--- config.mk ---
export PLATFORM = sky130hd
export DESIGN_NAME = quaternion_smallest_three_quantizer
export DESIGN_NICKNAME = d
export VERILOG_FILES = /design/src/hdl/sqt_pkg.sv /design/src/hdl/quaternion_smallest_three_quantizer.sv /design/src/hdl/sqt_lane.sv /design/src/hdl/sqt_argmax.sv /design/src/hdl/sqt_merge.sv
export VERILOG_INCLUDE_DIRS = /design/src /design/src/hdl
export SDC_FILE = /design/constraint.sdc
export NUM_CORES = 2
export LEC_CHECK = 0
export BUFFER_PORTS_ARGS = -buffer_cell sky130_fd_sc_hd__buf_2
export CAP_MARGIN = 20
export CORE_MARGIN = 2
export CORE_UTILIZATION = 65
export CTS_CLUSTER_DIAMETER = 50
export CTS_CLUSTER_SIZE = 10
export DETAILED_ROUTE_END_ITERATION = 8
export HOLD_SLACK_MARGIN = 0.08
export PLACE_DENSITY = 0.89
export SLEW_MARGIN = 5
export SYNTH_ARGS = -nofsm -noshare
export SYNTH_HDL_FRONTEND = slang
export SYNTH_SLANG_ARGS = --single-unit
--- constraint.sdc ---
create_clock -name clock -period 8.28 [get_ports clock]
set_input_delay 0.828 -clock clock [delete_from_list [all_inputs] [get_ports clock]]
set_output_delay 0.828 -clock clock [all_outputs]
set_load 0.02 [all_outputs]
--- src/hdl/quaternion_smallest_three_quantizer_defines.svh ---
// Assertion macros for the smallest-three quantizer.
`ifndef QUATERNION_SMALLEST_THREE_QUANTIZER_DEFINES_SVH
`define QUATERNION_SMALLEST_THREE_QUANTIZER_DEFINES_SVH

`ifndef SYNTH

`define SQT_ASSERT_SAME(label, clk, rst, ante, cons) \
   label: assert property (@(posedge clk) disable iff (rst) (ante) |-> (cons)) \
      else $error("assertion failed");

`define SQT_ASSERT_NEXT(label, clk, rst, ante, cons) \
   label: assert property (@(posedge clk) disable iff (rst) (ante) |=> (cons)) \
      else $error("assertion failed");

`else

`define SQT_ASSERT_SAME(label, clk, rst, ante, cons)

`define SQT_ASSERT_NEXT(label, clk, rst, ante, cons)

`endif

`endif

--- src/hdl/sqt_pkg.sv ---
`default_nettype none

package sqt_pkg;

   localparam int COMP_W                 = 16;
   localparam int NUM_COMP               = 4;
   localparam int NUM_REST               = 3;
   localparam int SMALL_W                = 15;
   localparam int COMPONENT_BITS_DEFAULT = 15;

   // sqrt(2)/2 in Q0.32
   localparam logic [31:0] HALF_SQRT2_Q32 = 32'd3037000500;
   localparam int          ROUND_POS      = 46;
   localparam int          FRAC_POS       = 47;
   localparam int          U_W            = 49;
   localparam int          SCALED_W       = 64;
   localparam int          RES_W          = SCALED_W - FRAC_POS;

   typedef logic signed [COMP_W-1:0] comp_type;
   typedef logic [1:0]               comp_idx_type;
   typedef logic [SMALL_W-1:0]       small_type;

   typedef struct packed {
      logic s1;
      logic s2;
      logic s3;
   } pipe_load_type;

   localparam comp_idx_type REST_OF [NUM_COMP][NUM_REST] = '{
      '{2'd1, 2'd2, 2'd3},
      '{2'd0, 2'd2, 2'd3},
      '{2'd0, 2'd1, 2'd3},
      '{2'd0, 2'd1, 2'd2}
   };

endpackage

`default_nettype wire

--- src/hdl/quaternion_smallest_three_quantizer.sv ---
// Smallest-three quaternion quantizer.
// req channel: one beat carries a quaternion, four signed Q1.15 components
//   packed in req_tdata (x lowest, then y, z, w).
// rsp channel: one beat per request. rsp_tuser carries the index of the
//   largest-magnitude component and its sign; rsp_tdata carries the other
//   three components quantized to COMPONENT_BITS, in index order.
// Pipeline: a beat passes the multiply stage, the scale/round/clamp stage and
//   the merge/output register in order; rsp_tvalid rises once it is in the last.
// Throughput: one beat per cycle while rsp_tready stays high, set by the four pipelined quantizer lanes.
// Each stage holds its beat only while the next one is full and stalled, so bubbles are
//   squeezed out and a request is taken while a result waits on rsp_tready.
//   A stall of rsp_tready backs up at most three beats, then req_tready drops.
// Reset (synchronous) empties the pipeline; rsp_tvalid is low afterward.
`default_nettype none

`include "quaternion_smallest_three_quantizer_defines.svh"

module quaternion_smallest_three_quantizer
   import sqt_pkg::*;
#(
   parameter int COMPONENT_BITS = COMPONENT_BITS_DEFAULT
) (
   input  wire logic        clock,
   input  wire logic        reset,
   input  wire logic        req_tvalid,
   output logic             req_tready,
   input  wire logic [63:0] req_tdata,   // quat_x, quat_y, quat_z, quat_w
   output logic             rsp_tvalid,
   input  wire logic        rsp_tready,
   output logic [47:0]      rsp_tdata,   // smallest_a, smallest_b, smallest_c, 3'b0
   output logic [2:0]       rsp_tuser    // largest_index, largest_negative
);

   logic                      v1_ff, v1_in, v2_ff, v2_in, v3_ff, v3_in;
   logic                      ready1, ready2, ready3;
   pipe_load_type             load;
   comp_type                  comp [NUM_COMP];
   logic [COMPONENT_BITS-1:0] quant [NUM_COMP];
   comp_idx_type              idx2;
   logic                      neg2;
   comp_idx_type              largest_index;
   logic                      largest_negative;
   small_type                 smallest [NUM_REST];

   assign ready3 = !v3_ff || rsp_tready;
   assign ready2 = !v2_ff || ready3;
   assign ready1 = !v1_ff || ready2;

   assign load.s1 = ready1;
   assign load.s2 = ready2;
   assign load.s3 = ready3;

   assign v1_in = ready1 ? req_tvalid : v1_ff;
   assign v2_in = ready2 ? v1_ff : v2_ff;
   assign v3_in = ready3 ? v2_ff : v3_ff;

   always_ff @(posedge clock) begin
      if (reset) begin
         v1_ff <= 1'b0;
         v2_ff <= 1'b0;
         v3_ff <= 1'b0;
      end else begin
         v1_ff <= v1_in;
         v2_ff <= v2_in;
         v3_ff <= v3_in;
      end
   end

   always_comb begin
      for (int i = 0; i < NUM_COMP; i++) begin
         comp[i] = req_tdata[i*COMP_W +: COMP_W];
      end
   end

   for (genvar g = 0; g < NUM_COMP; g++) begin : g_lane
      sqt_lane #(
         .COMPONENT_BITS (COMPONENT_BITS)
      ) u_lane (
         .clock (clock),
         .load  (load),
         .comp  (comp[g]),
         .quant (quant[g])
      );
   end

   sqt_argmax u_argmax (
      .clock            (clock),
      .load             (load),
      .comp             (comp),
      .largest_index    (idx2),
      .largest_negative (neg2)
   );

   sqt_merge #(
      .COMPONENT_BITS (COMPONENT_BITS)
   ) u_merge (
      .clock            (clock),
      .load             (load),
      .idx              (idx2),
      .neg              (neg2),
      .quant            (quant),
      .largest_index    (largest_index),
      .largest_negative (largest_negative),
      .smallest         (smallest)
   );

   assign req_tready = ready1;
   assign rsp_tvalid = v3_ff;
   assign rsp_tdata  = {3'b000, smallest[2], smallest[1], smallest[0]};
   assign rsp_tuser  = {largest_negative, largest_index};

   `SQT_ASSERT_NEXT(a_s1_to_s2, clock, reset, v1_ff && ready2, v2_ff)
   `SQT_ASSERT_NEXT(a_s2_to_out, clock, reset, v2_ff && ready3, rsp_tvalid)
   `SQT_ASSERT_SAME(a_empty_takes, clock, reset, !v1_ff, req_tready)

endmodule

`default_nettype wire

--- src/hdl/sqt_lane.sv ---
`default_nettype none

module sqt_lane
   import sqt_pkg::*;
#(
   parameter int COMPONENT_BITS = COMPONENT_BITS_DEFAULT
) (
   input  wire logic                      clock,
   input  wire pipe_load_type             load,
   input  wire comp_type                  comp,
   output logic [COMPONENT_BITS-1:0]      quant
);

   localparam logic signed [U_W-1:0] ROUND_U = U_W'(1) <<< ROUND_POS;
   localparam logic [SCALED_W-1:0]   ROUND_S = SCALED_W'(1) << ROUND_POS;
   localparam logic [RES_W-1:0]      FULL    = RES_W'((32'd1 << COMPONENT_BITS) - 32'd1);

   logic signed [U_W-1:0]       u_in, u_ff;
   logic [SCALED_W-1:0]         mag_u;
   logic [SCALED_W-1:0]         scaled;
   logic [RES_W-1:0]            res;
   logic [COMPONENT_BITS-1:0]   quant_in, quant_ff;

   // stage 1: u = q * sqrt(2)/2 + 1/2 in units of 2^-47
   assign u_in = comp * $signed({1'b0, HALF_SQRT2_Q32}) + ROUND_U;

   // stage 2: (2^B - 1) * u as shift and subtract, round half up, clamp
   assign mag_u  = {{(SCALED_W-U_W+1){1'b0}}, u_ff[U_W-2:0]};
   assign scaled = (mag_u << COMPONENT_BITS) - mag_u + ROUND_S;
   assign res    = scaled[SCALED_W-1:FRAC_POS];

   always_comb begin
      if (u_ff[U_W-1]) begin
         quant_in = '0;
      end else if (res > FULL) begin
         quant_in = FULL[COMPONENT_BITS-1:0];
      end else begin
         quant_in = res[COMPONENT_BITS-1:0];
      end
   end

   always_ff @(posedge clock) begin
      if (load.s1) begin
         u_ff <= u_in;
      end
      if (load.s2) begin
         quant_ff <= quant_in;
      end
   end

   assign quant = quant_ff;

endmodule

`default_nettype wire

--- src/hdl/sqt_argmax.sv ---
`default_nettype none

module sqt_argmax
   import sqt_pkg::*;
(
   input  wire logic          clock,
   input  wire pipe_load_type load,
   input  wire comp_type      comp [NUM_COMP],
   output comp_idx_type       largest_index,
   output logic               largest_negative
);

   logic [COMP_W:0]  mag [NUM_COMP];
   logic             pick_hi_lo, pick_hi_hi, pick_top;
   logic [COMP_W:0]  mag_lo, mag_hi;
   comp_idx_type     idx_in, idx_ff, idx2_ff;
   logic             neg_in, neg_ff, neg2_ff;

   always_comb begin
      for (int i = 0; i < NUM_COMP; i++) begin
         mag[i] = comp[i][COMP_W-1] ? (COMP_W+1)'(-$signed({comp[i][COMP_W-1], comp[i]}))
                                    : {1'b0, comp[i]};
      end
   end

   // pairwise tree, strict greater keeps the lower index on ties
   assign pick_hi_lo = mag[1] > mag[0];
   assign pick_hi_hi = mag[3] > mag[2];
   assign mag_lo     = pick_hi_lo ? mag[1] : mag[0];
   assign mag_hi     = pick_hi_hi ? mag[3] : mag[2];
   assign pick_top   = mag_hi > mag_lo;

   assign idx_in = pick_top ? {1'b1, pick_hi_hi} : {1'b0, pick_hi_lo};
   assign neg_in = comp[idx_in][COMP_W-1];

   always_ff @(posedge clock) begin
      if (load.s1) begin
         idx_ff <= idx_in;
         neg_ff <= neg_in;
      end
      if (load.s2) begin
         idx2_ff <= idx_ff;
         neg2_ff <= neg_ff;
      end
   end

   assign largest_index    = idx2_ff;
   assign largest_negative = neg2_ff;

endmodule

`default_nettype wire

--- src/hdl/sqt_merge.sv ---
`default_nettype none

module sqt_merge
   import sqt_pkg::*;
#(
   parameter int COMPONENT_BITS = COMPONENT_BITS_DEFAULT
) (
   input  wire logic                  clock,
   input  wire pipe_load_type         load,
   input  wire comp_idx_type          idx,
   input  wire logic                  neg,
   input  wire logic [COMPONENT_BITS-1:0] quant [NUM_COMP],
   output comp_idx_type               largest_index,
   output logic                       largest_negative,
   output small_type                  smallest [NUM_REST]
);

   comp_idx_type  idx_ff;
   logic          neg_ff;
   small_type     small_in [NUM_REST];
   small_type     small_ff [NUM_REST];

   always_comb begin
      for (int i = 0; i < NUM_REST; i++) begin
         small_in[i] = SMALL_W'(quant[REST_OF[idx][i]]);
      end
   end

   always_ff @(posedge clock) begin
      if (load.s3) begin
         idx_ff   <= idx;
         neg_ff   <= neg;
         small_ff <= small_in;
      end
   end

   assign largest_index    = idx_ff;
   assign largest_negative = neg_ff;
   assign smallest         = small_ff;

endmodule

`default_nettype wire
### After elaboration in Yosys (flattened, before gate mapping)

Cells that the tools add are included.

* bits of input ports: 68
* logic and storage cells: 89
* output and inout bits: 53
* register bits after elaboration: 313

* multiply operators: 4
* bitwise logic cells: 5
* add/sub/neg operators: 16
* order comparisons: 12
* reduce and logical (&&, ||, !) cells: 6
* mux-type cells: 26

Operators by type and width (count)
* 64-bit by 47-bit adder with 64-bit output (second input constant): 4
* 63-bit by 48-bit subtractor with 64-bit output: 4
* 49-bit by 48-bit adder with 49-bit output (second input constant): 4
* 16-bit by 31-bit multiplier with 47-bit output (second input constant): 4
* 15-bit 2-to-1 mux: 10
* 17-bit 2-to-1 mux: 6
* 15-bit binary-select mux with 2-bit select: 3
* 17-bit by 15-bit greater-than comparator with 1-bit output (second input constant): 4
* 16-bit negation with 17-bit output: 4
* 17-bit greater-than comparator: 3
* 16-bit binary-select mux with 2-bit select: 1
* 16-bit 2-to-1 mux: 2
* 3-bit greater-or-equal comparator (second input constant): 5
* 2-bit inverter with 3-bit output: 5
* 6-bit binary-select mux with 2-bit select: 1
* 6-bit 2-to-1 mux: 2
* 1-bit zero test: 3
* 1-bit logical OR: 3
* 2-bit 2-to-1 mux: 1

### Depth between registers and ports, before layout

* word-level depth: 10
* depth in mapped cells: 28
* depth with buffers taken out: 28

### Modules after synthesis

From an unflattened synthesis, not the netlist that was laid out.

* cells, all modules: 5708
* area total of the unflattened synthesis: 55339.3 um2

Modules (own cells, without submodules)
* sqt_lane at g_lane[0].u_lane ...: area each 12414.4 um2, cells an instance 1288, times used 2, seq. area each 1861.8 um2
* sqt_lane at g_lane[2].u_lane: area each 12733.5 um2, cells an instance 1329, times used 1, seq. area each 1861.8 um2
* sqt_lane at g_lane[3].u_lane: area each 12544.5 um2, cells an instance 1289, times used 1, seq. area each 1861.8 um2
* sqt_argmax: area each 2999.1 um2, cells an instance 398, times used 1, seq. area each 180.2 um2
* sqt_merge: area each 2090.8 um2, cells an instance 99, times used 1, seq. area each 1441.4 um2
* quaternion_smallest_three_quantizer: area each 142.6 um2, cells an instance 17, times used 1, seq. area each 60.1 um2

### Worst setup path before layout

OpenSTA, ideal clock, no wires.

* path type: input to register
* from: input port req_tdata[8]
* to: register g_lane[0].u_lane.u_ff[48] (data pin)
* required time: 8012 ps
* buffers on the path: 0
* slack: 900 ps
* stages on the path: 28
* arrival time: 7112 ps
* setup time: 268 ps
* cell sequence: inv_1 > ha_1 > fa_1 > fa_1 > inv_1 > fa_1 > inv_1 > fa_1 > inv_1 > fa_1 > inv_1 > ha_1 > a21o_1 > a21oi_1 > o211ai_1 > a21oi_1 > a21bo_2 > a21oi_1 > o21ai_1 > nand3_1 > a2111oi_0 > nor2_1 > xnor2_1 > ha_1 > xor2_1 > or4_1 > o311ai_0 > nor3b_1

* longest elaborated chain between the ends: 2

RTL lines
* from (decl): RTL line quaternion_smallest_three_quantizer.sv:27 `input wire logic [63:0] req_tdata,`
* 16-bit by 31-bit multiplier with 47-bit output: RTL line sqt_lane.sv:25 `assign u_in = comp * $signed({1'b0, HALF_SQRT2_Q32}) + ROUND_U;`
* 49-bit by 48-bit adder with 49-bit output: RTL line sqt_lane.sv:25
* named net g_lane[0].u_lane.u_in[48]: RTL line sqt_lane.sv:18 `logic signed [U_W-1:0] u_in, u_ff;`
* to (signal assigned): RTL line sqt_lane.sv:44 `u_ff <= u_in;`
* to (decl): RTL line sqt_lane.sv:18

The timed path passes the listed nets, and every way through them passes these cells.
A chain may end at the register's enable or synchronous reset.

### Worst setup path in the final report

* from: input port req_tdata[5]
* to: register g_lane[0].u_lane.u_ff[48] (data pin)

The elaborated chain is that of the path after synthesis.

==> impl_metrics.csv <==
group,metric,value,unit
run_status,run_status,"finished with violations",
run_status,failing_checks,"DRC",
hold_path,min-delay-path-class,"flop to flop",
floorplan,floorplan.initialDensity,65.4,%
global_route,grt_use_total,33.4,%
detailed_routing,post-route-drc-count,2,
synthesis,synthesis.instances,5156,
placed_design,port_buffers,117,
synthesis,synth_sequential_area_ratio,17.4,%
finish,syn2layout_area_growth,6.10,%
timing,count_of_endpoints_failing_setup_in_the_final_report,0,
timing,final-max-slew-violation-count,0,
setup_path,maximum_fanout_along_the_worst_path,9,
cts,numCtsBuffers,40,
setup_path,rr_worst_depth,14,
detailed_routing,initialDrtViolationCount,3306,
timing,worst_clock_skew,19.8,ps
floorplan,fp.dieH,288,microns
setup_path,timing.critical_path.depth,29,
cts,postCtsSetupRepairBufs,0,
floorplan,die_w,288,microns
timing,layout_worst_path_cycle_share,92.7,%
cts,ctsRootBufferMaster,"sky130_fd_sc_hd__clkbuf_16",
detailed_routing,number_of_search_and_repair_iterations_in_the_first_detailed_routing_pass,8,
timing,report.final.hold_viol_count,0,
cts,clk_pin_slew_worst_paths,50,ps
setup_path,critical-path-slowest-cell,"sky130_fd_sc_hd__fa_1",
detailed_routing,top_layer_reached_by_signal_wires,"met5",
synthesis,top_ff_cell_synth,"sky130_fd_sc_hd__edfxtp_1",
detailed_routing,avgRoutedWirePerCell,21.4,microns
synthesis,yosys_warnings,0,
cts,worstSkewPairLatency,570,ps
detailed_routing,postRouteAntennaNets,0,
finish,fillers,5590,
setup_path,critical_path_required,8590,ps
timing,timing_worst_slew_pin_value,1070,ps
timing,relSlewSlack,28.9,%
placed_design,place.gp.congestion,1.00,
setup_path,critical-path-max-stage-delay,520,ps
synthesis,synth_cell_type_count,89,
detailed_routing,drt-met1-wl,54000,microns
floorplan,number_of_rows_created_at_floorplan,104,
floorplan,design.portCount,121,
setup_path,crit_path_launch_type,"input pin",
timing,grt_setup_unrepaired,"false",
finish,finish.net_count,7166,
synthesis,netlist_area,0.0525,sq mm
cts,cts_hold_buffers,0,
global_route,via_count_of_the_first_global_routing_pass,40300,
cts,cts.sink_count,305,
detailed_routing,met3WireLength,9860,microns
hold_path,timing.hold.worst_path_depth,0,
timing,layout_min_cycle_time,7670,ps
placed_design,dpl.hpwl,117000,microns
setup_path,crit_family,"adder cells",
job,maxCapViolations,0,
synthesis,synth_async_sr_flop_share,0,%
detailed_routing,total_vias_in_the_final_route,38500,
detailed_routing,route.detailed.vias_per_inst,6.03,
timing,max_freq,130,MHz
setup_path,worstPathBufferInverterCount,7,
finish,post_route_cells_drive_above_1_share,5.78,%
global_route,grt_pass1_wl,215000,microns
detailed_routing,wl_met2,64400,microns
timing,totalNegativeSetupSlack,0,ps
global_route,grt_start_max_net_pins,64,
global_route,grt_remaining_overflow,0,
cts,cts.htree.levels,2,
cts,cts_tree,"yes",
cts,clock_path_buffers,3,
floorplan,floorplan.die_area,0.0831,sq mm
synthesis,post_synth_edffs,302,
synthesis,yosys_register_bits,305,
cts,cts_resized,0,
setup_path,timing.critical_path.arrival,7990,ps
synthesis,syn-mean-instance-area,10.2,sq um
setup_path,critPathKind,"input pin to flop",
floorplan,area_of_the_core,0.0803,sq mm
global_route,antenna_found_initial,6,
detailed_routing,routed_wl,137000,microns
setup_path,worstSetupEndpointType,"flop",
path summary, 6_finish.rpt:
check                            startpoint                         to  slack, ps
hold / removal    u_argmax.largest_negative   u_merge.largest_negative        410
setup / recovery               req_tdata[5]  g_lane[0].u_lane.u_ff[48]        610
setup reg to reg  g_lane[2].u_lane.u_ff[38]  g_lane[2].u_lane.quant[0]       3620
hold reg to reg   u_argmax.largest_negative   u_merge.largest_negative        410
routing by layer:
layer | vias up | track usage [%]
li1 | 17800 | -
met3 | 400 | 4.66
met4 | 2 | 17.5
met1 | 18600 | 42.0
met2 | 1706 | 56.4
met5 | - | 0
cells in the final DEF (no fill, tap or decap), drive strengths merged, types with 12 or more instances in the layout:
cell,Yosys,layout
a21oi,263,263
buf,14,153
and4,12,12
a21o,192,192
o21a,39,39
nand2,156,156
o21bai,33,33
and2,13,13
and3,27,27
xor2,80,80
ha,1215,1215
nand4,55,55
inv,1115,1120
o21ai,137,137
edfxtp,302,302
nor2b,40,40
xnor2,185,185
o211ai,19,19
o22ai,15,15
a211oi,36,36
clkbuf,28,48
a31oi,32,32
nand2b,32,32
nor2,165,165
or2,21,21
a211o,13,13
nand3,65,65
mux2,55,55
nor3,49,49
or3,13,13
fa,572,572
nor4,16,16
Yosys cell counts (9+ instances only):
master | instances | area [sq um]
sky130_fd_sc_hd__a2111oi_0 | 9 | 78.8
sky130_fd_sc_hd__a211o_1 | 13 | 114
sky130_fd_sc_hd__a211oi_1 | 34 | 255
sky130_fd_sc_hd__a21o_1 | 192 | 1440
sky130_fd_sc_hd__a21oi_1 | 262 | 1310
sky130_fd_sc_hd__a31oi_1 | 30 | 188
sky130_fd_sc_hd__and2_1 | 13 | 81.3
sky130_fd_sc_hd__and3_1 | 27 | 169
sky130_fd_sc_hd__and4_1 | 12 | 105
sky130_fd_sc_hd__clkbuf_1 | 28 | 105
sky130_fd_sc_hd__edfxtp_1 | 302 | 9070
sky130_fd_sc_hd__fa_1 | 572 | 11500
sky130_fd_sc_hd__ha_1 | 1215 | 15200
sky130_fd_sc_hd__inv_1 | 1115 | 4190
sky130_fd_sc_hd__mux2_2 | 55 | 619
sky130_fd_sc_hd__mux2i_1 | 11 | 110
sky130_fd_sc_hd__nand2_1 | 156 | 586
sky130_fd_sc_hd__nand2b_1 | 32 | 200
sky130_fd_sc_hd__nand3_1 | 65 | 325
sky130_fd_sc_hd__nand4_1 | 55 | 344
sky130_fd_sc_hd__nor2_1 | 165 | 619
sky130_fd_sc_hd__nor2b_1 | 40 | 250
sky130_fd_sc_hd__nor3_1 | 49 | 245
sky130_fd_sc_hd__nor4_1 | 15 | 93.8
sky130_fd_sc_hd__o211ai_1 | 19 | 143
sky130_fd_sc_hd__o21a_1 | 39 | 293
sky130_fd_sc_hd__o21ai_0 | 118 | 591
sky130_fd_sc_hd__o21ai_1 | 19 | 95.1
sky130_fd_sc_hd__o21bai_1 | 33 | 248
sky130_fd_sc_hd__o22ai_1 | 15 | 93.8
sky130_fd_sc_hd__o31ai_1 | 9 | 67.6
sky130_fd_sc_hd__or2_2 | 21 | 131
sky130_fd_sc_hd__or3_1 | 12 | 75.1
sky130_fd_sc_hd__xnor2_1 | 185 | 1620
sky130_fd_sc_hd__xor2_1 | 80 | 701
flip-flops by register name (all words and copies together), names as in the netlist, 2 cells and up:
name,count
u_merge.smallest,45
g_lane.u_lane.quant,60
u_argmax.idx_ff,2
g_lane.u_lane.u_ff,188
u_merge.largest_index,2
u_argmax.largest_index,2
cell type report:
class / instances / area, sq um / share of cell area (%)
tap: 1060 / 1330 / 2.38
antenna: 3 / 7.51 / 0.0135
clock buffer: 48 / 1030 / 1.85
inverter: 1117 / 4190 / 7.52
multi-input combinational: 3694 / 39000 / 70.0
clock inverter: 12 / 153 / 0.274
timing repair buffer: 153 / 856 / 1.54
sequential: 305 / 9130 / 16.4
per-stage QoR:
stage	cell area [sq um]	setup slack [ps]	instances	hold WS (ps)	utilization (%)
floorplan	52500	900	5158	400	-
global placement	54500	331	6329	404	67.9
detailed placement	54500	97.1	6329	405	67.9
CTS	55700	667	6389	414	69.4
global route	55700	327	6389	420	69.4
finish	55700	605	6392	412	69.4
worst register-to-register path: cells and delay by family, from the launching register on:
family / cells / cell delay, ps
AOI/OAI and AO/OA: 11 / 3190
buffers and inverters: 1 / 130
adders and majority gates: 2 / 560
DFF: 1 / 450
kinds of logic (layout without fill, tap and decap cells):
family | Yosys count | in the layout | synth area share [%]
fa+ha+maj | 1787 | 1787 | 50.7
buf+inv | 1159 | 1330 | 8.34
compound gates | 885 | 885 | 11.2
simple gates | 688 | 688 | 6.55
flops | 305 | 305 | 17.4
xor+xnor | 265 | 265 | 4.42
mux | 66 | 66 | 1.39
other cells | 1 | 6 | 0.00714
Power is left out: the tool's default activity adds up to more than one toggle a clock period on the data nets, which glitch-free logic cannot reach.
